===== src/hdl/ppm_pkg.sv =====
package ppm_pkg;

	localparam int unsigned SAMPLE_W       = 16;
	localparam int unsigned TIMEOUT_W      = 8;
	localparam int unsigned CFG_INDEX_W    = 8;
	localparam int unsigned CFG_DATA_W     = 16;
	localparam int unsigned IN_TDATA_W     = 40;
	localparam int unsigned OUT_TDATA_W    = 8;
	localparam int unsigned MISS_COUNT_W_DEFAULT = 8;

	// register indexes on the configuration channel
	localparam logic [CFG_INDEX_W-1:0] REG_OVER_POWER_LIMIT      = 8'd0;
	localparam logic [CFG_INDEX_W-1:0] REG_UNDER_VOLTAGE_TRIP    = 8'd1;
	localparam logic [CFG_INDEX_W-1:0] REG_UNDER_VOLTAGE_RECOVER = 8'd2;
	localparam logic [CFG_INDEX_W-1:0] REG_LINK_TIMEOUT          = 8'd3;

	// reset values: 240.0 W, 18.0 V, 20.0 V, 40 ticks
	localparam logic [SAMPLE_W-1:0]  OVER_POWER_LIMIT_RST      = 16'd2400;
	localparam logic [SAMPLE_W-1:0]  UNDER_VOLTAGE_TRIP_RST    = 16'd18000;
	localparam logic [SAMPLE_W-1:0]  UNDER_VOLTAGE_RECOVER_RST = 16'd20000;
	localparam logic [TIMEOUT_W-1:0] LINK_TIMEOUT_RST          = 8'd40;

	typedef enum logic [1:0] {
		STATUS_OK            = 2'd0,
		STATUS_OVER_POWER    = 2'd1,
		STATUS_UNDER_VOLTAGE = 2'd2,
		STATUS_LINK_ERROR    = 2'd3
	} ppm_status_t;

	typedef struct packed {
		logic [SAMPLE_W-1:0]  over_power_limit;
		logic [SAMPLE_W-1:0]  under_voltage_trip;
		logic [SAMPLE_W-1:0]  under_voltage_recover;
		logic [TIMEOUT_W-1:0] link_timeout;
	} ppm_cfg_t;

	typedef struct packed {
		logic                host_link_ok;
		logic                referee_link_ok;
		logic [SAMPLE_W-1:0] battery_voltage_sample;
		logic [SAMPLE_W-1:0] chassis_power_sample;
	} ppm_sample_t;

	typedef struct packed {
		logic        host_rx_rearm;
		logic        buffer_override;
		logic        referee_rx_rearm;
		logic        restart_request;
		logic        all_off_request;
		ppm_status_t status_code;
	} ppm_result_t;

endpackage


===== src/hdl/power_protection_monitor.sv =====
// Power protection monitor. One word in per sample tick, one status word out
// for each. Throughput is one word per clock while m_tready takes the output;
// a word passes from s_* through an input register, then the trip/link logic
// feeding the result register, on its way to m_*. Over-power and under-voltage
// are each confirmed on two consecutive samples, then latch until arst_n and
// raise all_off_request for the confirming sample only. While under-voltage
// is latched, every sample at or above the recovery level raises
// restart_request. The referee miss counter (MISS_COUNT_WIDTH bits,
// saturating) flags a link error once it reaches link_timeout; a good tick
// clears it. status_code priority: over power, under voltage, link error.
// Configuration writes are always accepted and must be made while idle.
module power_protection_monitor #(
	parameter int unsigned MISS_COUNT_WIDTH = ppm_pkg::MISS_COUNT_W_DEFAULT
) (
	input  logic                            clk,
	input  logic                            arst_n,
	// sample stream
	input  logic                            s_tvalid,
	output logic                            s_tready,
	// [15:0] chassis_power_sample, [31:16] battery_voltage_sample,
	// [32] referee_link_ok, [33] host_link_ok, [39:34] zero
	input  logic [ppm_pkg::IN_TDATA_W-1:0]  s_tdata,
	// status stream
	output logic                            m_tvalid,
	input  logic                            m_tready,
	// [1:0] status_code, [2] all_off_request, [3] restart_request,
	// [4] referee_rx_rearm, [5] buffer_override, [6] host_rx_rearm, [7] zero
	output logic [ppm_pkg::OUT_TDATA_W-1:0] m_tdata,
	// configuration write channel
	input  logic                            cfg_valid,
	output logic                            cfg_ready,
	input  logic [ppm_pkg::CFG_INDEX_W-1:0] cfg_index,
	input  logic [ppm_pkg::CFG_DATA_W-1:0]  cfg_data
);
	import ppm_pkg::*;

	ppm_cfg_t    cfg;
	ppm_sample_t sample_s1;
	logic        valid_s1;
	ppm_result_t result;
	ppm_result_t result_s2;
	logic        valid_s2;
	logic        load_s2;    // s1 word moves to s2, state steps
	logic        free_s2;

	assign free_s2  = !valid_s2 || m_tready;
	assign load_s2  = valid_s1 && free_s2;
	assign s_tready = !valid_s1 || free_s2;
	assign cfg_ready = 1'b1;

	ppm_cfg u_cfg (
		.clk      (clk),
		.arst_n   (arst_n),
		.wr_en    (cfg_valid && cfg_ready),
		.wr_index (cfg_index),
		.wr_data  (cfg_data),
		.cfg      (cfg)
	);

	// input register
	always_ff @(posedge clk or negedge arst_n) begin
		if (!arst_n) begin
			valid_s1 <= 1'b0;
		end else if (s_tready) begin
			valid_s1 <= s_tvalid;
		end
	end

	always_ff @(posedge clk) begin
		if (s_tvalid && s_tready) begin
			sample_s1 <= ppm_sample_t'(s_tdata[SAMPLE_W*2+1:0]);
		end
	end

	ppm_core #(
		.MISS_COUNT_WIDTH (MISS_COUNT_WIDTH)
	) u_core (
		.clk    (clk),
		.arst_n (arst_n),
		.step   (load_s2),
		.cfg    (cfg),
		.sample (sample_s1),
		.result (result)
	);

	// result register
	always_ff @(posedge clk or negedge arst_n) begin
		if (!arst_n) begin
			valid_s2 <= 1'b0;
		end else if (free_s2) begin
			valid_s2 <= valid_s1;
		end
	end

	always_ff @(posedge clk) begin
		if (load_s2) begin
			result_s2 <= result;
		end
	end

	assign m_tvalid = valid_s2;
	assign m_tdata  = {1'b0, result_s2};

	// a trip pulse only ever comes with a latched trip status
	a_all_off_status: assert property (@(posedge clk) disable iff (!arst_n)
		m_tvalid && result_s2.all_off_request |->
			result_s2.status_code == STATUS_OVER_POWER ||
			result_s2.status_code == STATUS_UNDER_VOLTAGE)
		else $error("all_off_request without a trip status");

	// restart needs latched undervoltage, shown unless over power outranks it
	a_restart_status: assert property (@(posedge clk) disable iff (!arst_n)
		m_tvalid && result_s2.restart_request |->
			result_s2.status_code == STATUS_UNDER_VOLTAGE ||
			result_s2.status_code == STATUS_OVER_POWER)
		else $error("restart_request without latched undervoltage");

	// an empty result register never holds back the input side
	a_no_stall_when_empty: assert property (@(posedge clk) disable iff (!arst_n)
		!m_tvalid |-> s_tready)
		else $error("input stalled with empty output");

	// a stepped word always reaches the result register in the next cycle
	a_step_lands: assert property (@(posedge clk) disable iff (!arst_n)
		load_s2 |=> m_tvalid)
		else $error("stepped word lost");

endmodule


===== src/hdl/ppm_cfg.sv =====
module ppm_cfg (
	input  logic                            clk,
	input  logic                            arst_n,
	input  logic                            wr_en,
	input  logic [ppm_pkg::CFG_INDEX_W-1:0] wr_index,
	input  logic [ppm_pkg::CFG_DATA_W-1:0]  wr_data,
	output ppm_pkg::ppm_cfg_t               cfg
);
	import ppm_pkg::*;

	ppm_cfg_t cfg_q;

	always_ff @(posedge clk or negedge arst_n) begin
		if (!arst_n) begin
			cfg_q.over_power_limit      <= OVER_POWER_LIMIT_RST;
			cfg_q.under_voltage_trip    <= UNDER_VOLTAGE_TRIP_RST;
			cfg_q.under_voltage_recover <= UNDER_VOLTAGE_RECOVER_RST;
			cfg_q.link_timeout          <= LINK_TIMEOUT_RST;
		end else if (wr_en) begin
			case (wr_index)
				REG_OVER_POWER_LIMIT:      cfg_q.over_power_limit      <= wr_data;
				REG_UNDER_VOLTAGE_TRIP:    cfg_q.under_voltage_trip    <= wr_data;
				REG_UNDER_VOLTAGE_RECOVER: cfg_q.under_voltage_recover <= wr_data;
				REG_LINK_TIMEOUT:          cfg_q.link_timeout <= wr_data[TIMEOUT_W-1:0];
				default: ; // unused index, write dropped
			endcase
		end
	end

	assign cfg = cfg_q;

endmodule


===== src/hdl/ppm_core.sv =====
module ppm_core #(
	parameter int unsigned MISS_COUNT_WIDTH = ppm_pkg::MISS_COUNT_W_DEFAULT
) (
	input  logic                 clk,
	input  logic                 arst_n,
	input  logic                 step,
	input  ppm_pkg::ppm_cfg_t    cfg,
	input  ppm_pkg::ppm_sample_t sample,
	output ppm_pkg::ppm_result_t result
);
	import ppm_pkg::*;

	// common width for the timeout compare
	localparam int unsigned CMP_W =
		(MISS_COUNT_WIDTH > TIMEOUT_W) ? MISS_COUNT_WIDTH : TIMEOUT_W;

	logic                        op_latched_q, op_pending_q;
	logic                        uv_latched_q, uv_pending_q;
	logic [MISS_COUNT_WIDTH-1:0] miss_cnt_q;
	logic                        link_err_q;

	logic                        op_latched_d, op_pending_d;
	logic                        uv_latched_d, uv_pending_d;
	logic [MISS_COUNT_WIDTH-1:0] miss_cnt_d;
	logic                        link_err_d;
	logic                        op_exceed, uv_low, uv_recovered;
	logic                        op_trip, uv_trip;
	logic [CMP_W-1:0]            cnt_ext, timeout_ext;

	assign op_exceed    = sample.chassis_power_sample > cfg.over_power_limit;
	assign uv_low       = sample.battery_voltage_sample < cfg.under_voltage_trip;
	assign uv_recovered = sample.battery_voltage_sample >= cfg.under_voltage_recover;

	assign op_trip = !op_latched_q && op_exceed && op_pending_q;
	assign uv_trip = !uv_latched_q && uv_low && uv_pending_q;

	always_comb begin
		op_latched_d = op_latched_q | op_trip;
		op_pending_d = op_latched_q ? op_pending_q : (op_exceed && !op_pending_q);
		uv_latched_d = uv_latched_q | uv_trip;
		uv_pending_d = uv_low && !uv_latched_q && !uv_pending_q;
	end

	// saturating miss count, cleared by a good tick
	always_comb begin
		if (sample.referee_link_ok) begin
			miss_cnt_d = '0;
		end else if (&miss_cnt_q) begin
			miss_cnt_d = miss_cnt_q;
		end else begin
			miss_cnt_d = miss_cnt_q + 1'b1;
		end
		cnt_ext     = CMP_W'(miss_cnt_d);
		timeout_ext = CMP_W'(cfg.link_timeout);
		link_err_d  = !sample.referee_link_ok && (link_err_q || cnt_ext >= timeout_ext);
	end

	always_ff @(posedge clk or negedge arst_n) begin
		if (!arst_n) begin
			op_latched_q <= 1'b0;
			op_pending_q <= 1'b0;
			uv_latched_q <= 1'b0;
			uv_pending_q <= 1'b0;
			miss_cnt_q   <= '0;
			link_err_q   <= 1'b0;
		end else if (step) begin
			op_latched_q <= op_latched_d;
			op_pending_q <= op_pending_d;
			uv_latched_q <= uv_latched_d;
			uv_pending_q <= uv_pending_d;
			miss_cnt_q   <= miss_cnt_d;
			link_err_q   <= link_err_d;
		end
	end

	always_comb begin
		if (op_latched_d) begin
			result.status_code = STATUS_OVER_POWER;
		end else if (uv_latched_d) begin
			result.status_code = STATUS_UNDER_VOLTAGE;
		end else if (link_err_d) begin
			result.status_code = STATUS_LINK_ERROR;
		end else begin
			result.status_code = STATUS_OK;
		end
		result.all_off_request  = op_trip | uv_trip;
		result.restart_request  = uv_latched_q && uv_recovered;
		result.referee_rx_rearm = !sample.referee_link_ok;
		result.buffer_override  = !sample.referee_link_ok;
		result.host_rx_rearm    = !sample.host_link_ok;
	end

endmodule

===== config.mk =====
export PLATFORM = sky130hd
export DESIGN_NAME = power_protection_monitor
export DESIGN_NICKNAME = d
export VERILOG_FILES = /design/src/hdl/ppm_pkg.sv /design/src/hdl/power_protection_monitor.sv /design/src/hdl/ppm_cfg.sv /design/src/hdl/ppm_core.sv
export SDC_FILE = /design/constraint.sdc
export NUM_CORES = 1
export LEC_CHECK = 0
export BUFFER_PORTS_ARGS = -buffer_cell sky130_fd_sc_hd__buf_2
export CAP_MARGIN = 25
export CORE_ASPECT_RATIO = 0.5
export CORE_MARGIN = 2
export CORE_UTILIZATION = 30
export CTS_CLUSTER_DIAMETER = 200
export DETAILED_ROUTE_END_ITERATION = 10
export RECOVER_POWER = 25
export SETUP_SLACK_MARGIN = 0.2
export SKIP_CTS_REPAIR_TIMING = 1
export SYNTH_ARGS = -nofsm -noshare
export SYNTH_HDL_FRONTEND = slang
export SYNTH_SLANG_ARGS = --single-unit

===== constraint.sdc =====
create_clock -name clk -period 6.7 [get_ports clk]
set_input_delay 0.335 -clock clk [delete_from_list [all_inputs] [get_ports clk]]
set_output_delay 0.335 -clock clk [all_outputs]
set_load 0.03 [all_outputs]

==> run_results.csv, run 1 <==
group,metric,value,unit
global_route,grt_start_max_net_pins,72,
floorplanning,initial_core_util,0.306,
global_route,grt_pass1_wl,18000,µm
clock_tree,cts_buffers,9,
cells_and_area,final_nets,670,
flow_run,drv_cap,1,
drt,wl_per_cell,13.6,µm
logic_synthesis,synthesis.area,5630,µm²
logic_synthesis,synth-seq-cells,111,
critical_path,crit_path_max_fanout,71,
clock_tree,ctsRootBufferMaster,"clkbuf_16",
power_and_ir_drop,vdd_drop_max,0.000131,V
critical_path,max_stage_delay,2.66,ns
timing,finClkSkew,0.00738,ns
logic_synthesis,synth_top_family_by_area,"adder cells",
global_route,gr-total-overflow,0,
cells_and_area,fillers,1837,
placed_design,place_congestion,0.759,
placed_design,io_buffer_count,71,
timing,tns,0,ns
logic_synthesis,muxShareOfSynthArea,0.0955,
drt,first_pass_iters,4,
cells_and_area,area_growth,16.4,%
drt,drc,0,
logic_synthesis,synth_nets,596,
clock_tree,htreeDepth,3,
clock_tree,cts.sinks,111,
timing,slew_headroom,-1.54,
timing,tightest_slew,3.81,ns
clock_tree,clk_latency,0.35,ns
floorplanning,io_pins,80,
power_and_ir_drop,p_leak,2.95,nW
outcome,violations,"capacitance limit, slew limit",
critical_path,crit_start,"arst_n",
floorplanning,die-width,198,µm
logic_synthesis,synthAdderAreaFrac,0.124,
worst_hold_path,hp-start,"s_tdata[13]",
drt,ant_nets,0,
timing,finalCriticalPeriod,3.54,ns
timing,slew_violations,72,
worst_hold_path,hold_class,"in -> reg",
cells_and_area,drive_above_1_share,0.255,
cells_and_area,fin_util,0.357,
power_and_ir_drop,power.total,1.57,mW
drt,num_vias,3523,
clock_tree,clock_path_buffers,2,
floorplanning,die-area,20000,µm²
timing,grt_setup_unrepaired,"no",
critical_path,rr_startpoint,"u_core.miss_cnt_q[0]$_DFFE_PN0P_",
drt,avgViaCountPerCell,4.45,
critical_path,cp.required,6.27,ns
critical_path,crit_slowest_cell,"clkbuf_1",
floorplanning,fp.coreArea,18400,µm²
logic_synthesis,async_reset_ff_frac,0.640,
critical_path,critPathLaunchType,"primary input",
logic_synthesis,yosys_most_used_dff,"dfrtp_1",
floorplanning,row_count,35,
global_route,grt_pass1_vias,3624,
drt,drt-initial-drc-count,178,
clock_tree,cts_tree,"yes",
drt,wl,10700,µm
power_and_ir_drop,power_density,239,nW/µm²
timing,finalCritPeriodShare,0.529,
global_route,antenna_found_initial,1,
logic_synthesis,synth-simple-area-share,0.0962,
global_route,grt.total_usage,0.116,
timing,hold_viol,0,
logic_synthesis,netlist_instances,471,
logic_synthesis,synthDistinctLibCells,50,
critical_path,critPathKind,"in -> async",
timing,fmax,282,MHz
critical_path,end_kind,"asynchronous set/reset pin",
critical_path,worst_ep_arrival_time,3.12,ns
critical_path,path_delay_family,"buffers and inverters",
timing,setup_viol,0,
critical_path,crit_chain,"buf_2 > clkbuf_1",
logic_synthesis,syn_avg_cell_area,12.0,µm²
logic_synthesis,ys.warnings.count,0,
logic_synthesis,synth_edf_count,40,
placed_design,hpwl,8120,µm
floorplanning,die_y,101,µm
outcome,status,"finished with violations",
clock_tree,clk_pin_slew_worst_paths,0.07,ns
logic_synthesis,yosysSeqAreaShare,0.532,
logic_synthesis,synth-xor-area-share,0.00622,
logic_synthesis,synth-compound-area-share,0.0915,
critical_path,crit_buf_inv,2,
report_power, final:
part,internal [mW],switching (mW)
logic,0.0784,0.104
registers,0.756,0.0249
clock network,0.367,0.236
sequential cells by signal, summed over array words and instances, names as in the netlist:
register,flops
m_tdata,6
u_core.uv_latched_q,1
u_cfg.cfg,56
m_tvalid,1
u_core.op_latched_q,1
sample_s1,34
u_core.link_err_q,1
u_core.miss_cnt_q,8
valid_s1,1
u_core.uv_pending_q,1
u_core.op_pending_q,1
per-layer routing:
layer  vias to the layer above  global-route usage  routed length, µm
li1                       1809                   -                  -
met1                      1663               0.155               5370
met2                        41               0.192               4940
met3                        10              0.0238                285
met4                         0              0.0335                125
met5                         -                   0                  0
cells in the mapped netlist (3+ instances only):
master / n / share of area
inv_1: 60 / 0.040
ha_1: 56 / 0.12
dfrtp_1: 55 / 0.24
nand2_1: 44 / 0.029
edfxtp_1: 40 / 0.21
o21ai_0: 35 / 0.031
mux2_2: 30 / 0.060
a21oi_1: 17 / 0.015
dfstp_2: 16 / 0.075
nor2_1: 15 / 0.010
mux2_4: 12 / 0.032
a21o_1: 8 / 0.011
nand2b_1: 6 / 0.0067
nand3_1: 6 / 0.0053
nand4_1: 6 / 0.0067
buf_4: 5 / 0.0067
xnor2_1: 4 / 0.0062
a211oi_1: 3 / 0.0040
nor3_1: 3 / 0.0027
o21a_1: 3 / 0.0040
o31ai_1: 3 / 0.0040
cell families (layout without fill, tap and decap cells):
logic type | Yosys count | after routing
xor gates and xnor gates | 4 | 4
buffers and inverters | 70 | 149
DFF | 111 | 111
other | 2 | 3
adders and majority gates | 56 | 56
and+or+nand+nor | 100 | 100
AOI/OAI and AO/OA | 84 | 84
muxes | 44 | 44
metrics by stage:
step | cells | hold slack, ns | cell area (µm²) | setup WS (ns)
6_report | 791 | 0.160 | 6560 | 3.16
5_1_grt | 791 | 0.148 | 6560 | 2.33
4_1_cts | 790 | 0.148 | 6570 | 3.56
3_5_place_dp | 774 | 0.483 | 6230 | 3.59
3_3_place_gp | 774 | 0.467 | 6230 | 3.59
2_1_floorplan | 471 | 0.0394 | 5630 | 3.84
layout make-up:
| cell class | instances | area (µm²) | share of cell area |
|---|---|---|---|
| Sequential cell | 111 | 3000 | 0.457 |
| Clock inverter | 5 | 106 | 0.0162 |
| Tap cell | 240 | 300 | 0.0458 |
| Multi-Input combinational cell | 290 | 2340 | 0.357 |
| Clock buffer | 11 | 233 | 0.0355 |
| Antenna cell | 1 | 2.50 | 0.000382 |
| Inverter | 60 | 225 | 0.0343 |
| Timing Repair Buffer | 73 | 354 | 0.0540 |
path summary, 6_finish.rpt:
check	end	cells past startpoint	slack, ns
min in group asynchronous	u_cfg.cfg[54]$_DFFE_PN0P_	2	1.39
max	u_core.miss_cnt_q[4]$_DFFE_PN0P_	2	3.16
min reg2reg	m_tvalid$_DFFE_PN0P_	1	0.49
max reg2reg	m_tdata[1]$_SDFFCE_PP0P_	10	3.56
max in group clk	m_tdata[1]$_SDFFCE_PP0P_	10	3.56
min	sample_s1[13]$_DFFE_PP_	1	0.16
placed cells by master, fill, tap and decap left out, drive strengths merged, types with 3 or more instances in the layout:
cell type   n
nor3        3
o21ai      35
o31ai       3
nand3b      3
bufinv      3
dfstp      16
nor2       15
o21a        3
ha         56
mux2       42
buf        62
nor3b       3
nand3       7
inv        60
xnor2       4
nand2      44
nand2b      6
clkbuf     22
a21o        8
a211oi      3
nand4       6
edfxtp     40
dfrtp      55
a21oi      17
Power figures use the tool's default switching activity.
==> inputs of run 2 (changes only) <==
- clock period: 6.7 -> 3 ns (I/O delays scaled with it)
==> run_results.csv, run 2 (synthesis results as in run 1) <==
group,metric,value,unit
outcome,status,"finished with violations",
outcome,violations,"hold timing",
cells_and_area,final_nets,719,
worst_hold_path,hold_class,"in -> reg",
global_route,gr-total-overflow,0,
timing,finClkSkew,0.00590,ns
clock_tree,cts_buffers,9,
drt,drc,0,
placed_design,hpwl,8460,µm
timing,tns,0,ns
global_route,grt_start_max_net_pins,35,
drt,num_vias,3745,
timing,finalCritPeriodShare,0.908,
power_and_ir_drop,seq_power_share,0.494,
drt,wl_per_cell,13.7,µm
floorplanning,die-area,20000,µm²
critical_path,critPathKind,"reg -> reg",
critical_path,crit_chain,"ha_4 > a41oi_2 > and3_4 > xnor2_2 > nor2_1 > ha_1 > nand4_1 > or3_1 > a311o_1 > a311oi_2",
floorplanning,io_pins,80,
placed_design,place_congestion,0.777,
clock_tree,clk_pin_slew_worst_paths,0.07,ns
clock_tree,ctsRootBufferMaster,"clkbuf_16",
clock_tree,htreeDepth,3,
power_and_ir_drop,net-switching-power,0.845,mW
global_route,grt_pass1_wl,18500,µm
critical_path,crit_path_max_fanout,4,
floorplanning,die-width,198,µm
clock_tree,clock_path_buffers,2,
cells_and_area,final_common_cell,"buf_2",
power_and_ir_drop,switching_share,0.239,
clock_tree,cts.sinks,111,
critical_path,r2r_setup_slack,0.28,ns
clock_tree,cts_tree,"yes",
timing,slew_violations,0,
cells_and_area,area_growth,26.4,%
cells_and_area,drive_above_1_share,0.289,
timing,setup_viol,0,
drt,avgViaCountPerCell,4.46,
power_and_ir_drop,power_density,496,nW/µm²
critical_path,crit_slowest_cell,"dfrtp_1",
power_and_ir_drop,pwr-share-clk,0.364,
drt,ant_nets,0,
cells_and_area,largest_reg_flops,56,
critical_path,end_kind,"flop",
placed_design,placed_area,6320,µm²
critical_path,critPathLaunchType,"flop",
drt,wl,11500,µm
floorplanning,fp.coreArea,18400,µm²
floorplanning,row_count,35,
timing,hold_viol,1,
placed_design,io_buffer_count,71,
timing,hold-worst-slack,-0.00262,ns
power_and_ir_drop,pwr-share-comb,0.141,
power_and_ir_drop,intPower,2.69,mW
clock_tree,clk_latency,0.35,ns
critical_path,worst_ep_arrival_time,2.89,ns
cells_and_area,mostFrequentLayoutCells,"63 x buf_2, 60 x inv_1, 55 x ha_1",
global_route,grt_pass1_vias,3730,
timing,finalCriticalPeriod,2.72,ns
floorplanning,die_y,101,µm
timing,slew_headroom,0.121,
critical_path,max_stage_delay,0.42,ns
global_route,grt.total_usage,0.121,
critical_path,cp.required,3.17,ns
worst_hold_path,holdPathStages,2,
cells_and_area,fin_util,0.387,
drt,first_pass_iters,4,
cells_and_area,final_cell_area,7120,µm²
global_route,antenna_found_initial,1,
power_and_ir_drop,vdd_drop_max,0.000288,V
drt,drt-initial-drc-count,159,
power_and_ir_drop,p_leak,3.19,nW
timing,fmax,367,MHz
critical_path,r2r_cells,10,
floorplanning,initial_core_util,0.306,
cells_and_area,fillers,1769,
flow_run,drv_cap,0,
timing,tightest_slew,1.32,ns
timing,grt_setup_unrepaired,"yes",
-- run 2: worst paths after layout --
check	startpoint	end
setup / recovery	u_core.miss_cnt_q[1]$_DFFE_PN0P_	m_tdata[1]$_SDFFCE_PP0P_
hold / removal	s_tvalid	valid_s1$_DFFE_PN0N_
setup reg to reg	u_core.miss_cnt_q[1]$_DFFE_PN0P_	m_tdata[1]$_SDFFCE_PP0P_
hold reg to reg	u_cfg.cfg[7]$_DFFE_PN0P_	u_cfg.cfg[7]$_DFFE_PN0P_
max in group asynchronous	arst_n	u_cfg.cfg[3]$_DFFE_PN1P_
min in group asynchronous	arst_n	u_cfg.cfg[53]$_DFFE_PN0P_
-- run 2: metal layers --
layer | vias to the layer above | routed length [µm] | GRT usage
met4 | 0 | 214 | 0.0422
met1 | 1779 | 5420 | 0.151
met3 | 18 | 373 | 0.0355
li1 | 1903 | - | -
met5 | - | 0 | 0
met2 | 45 | 5470 | 0.201
-- run 2: critical path: cells and delay by family (launching register included) --
family,cells,cell delay [ns]
compound gates,3,0.79
xor+xnor,1,0.10
fa+ha+maj,2,0.50
flops,1,0.42
simple gates,4,0.74
-- run 2: final cells by class --
type                    instances  area [µm²]  share of cell area
well taps                     240         300              0.0422
inverters                      60         225              0.0316
clock inverters                 4        77.6              0.0109
repair buffers                122         823               0.116
diodes                          1        2.50            0.000351
clock buffers                  12         246              0.0346
flip-flops and latches        111        3000               0.421
multi-input cells             290        2440               0.343
-- run 2: through the flow --
step           power, mW  worst slack (ns)  instances  hold WS [ns]
2_1_floorplan       2.03             0.235        471        -0.146
3_3_place_gp        2.19             0.129        785         0.169
3_5_place_dp        2.21            0.0512        785         0.170
4_1_cts             3.51            0.0292        801        -0.219
5_1_grt             3.72             0.124        840       0.00953
6_report            3.53             0.277        840      -0.00262
-- run 2: power by group through the flow --
stage / logic (mW) / clock network, mW / registers (mW)
5_1_grt: 0.567 / 1.39 / 1.76
4_1_cts: 0.442 / 1.33 / 1.74
3_5_place_dp: 0.438 / 0 / 1.77
3_3_place_gp: 0.423 / 0 / 1.77
2_1_floorplan: 0.255 / 0 / 1.77
6_report: 0.499 / 1.29 / 1.75
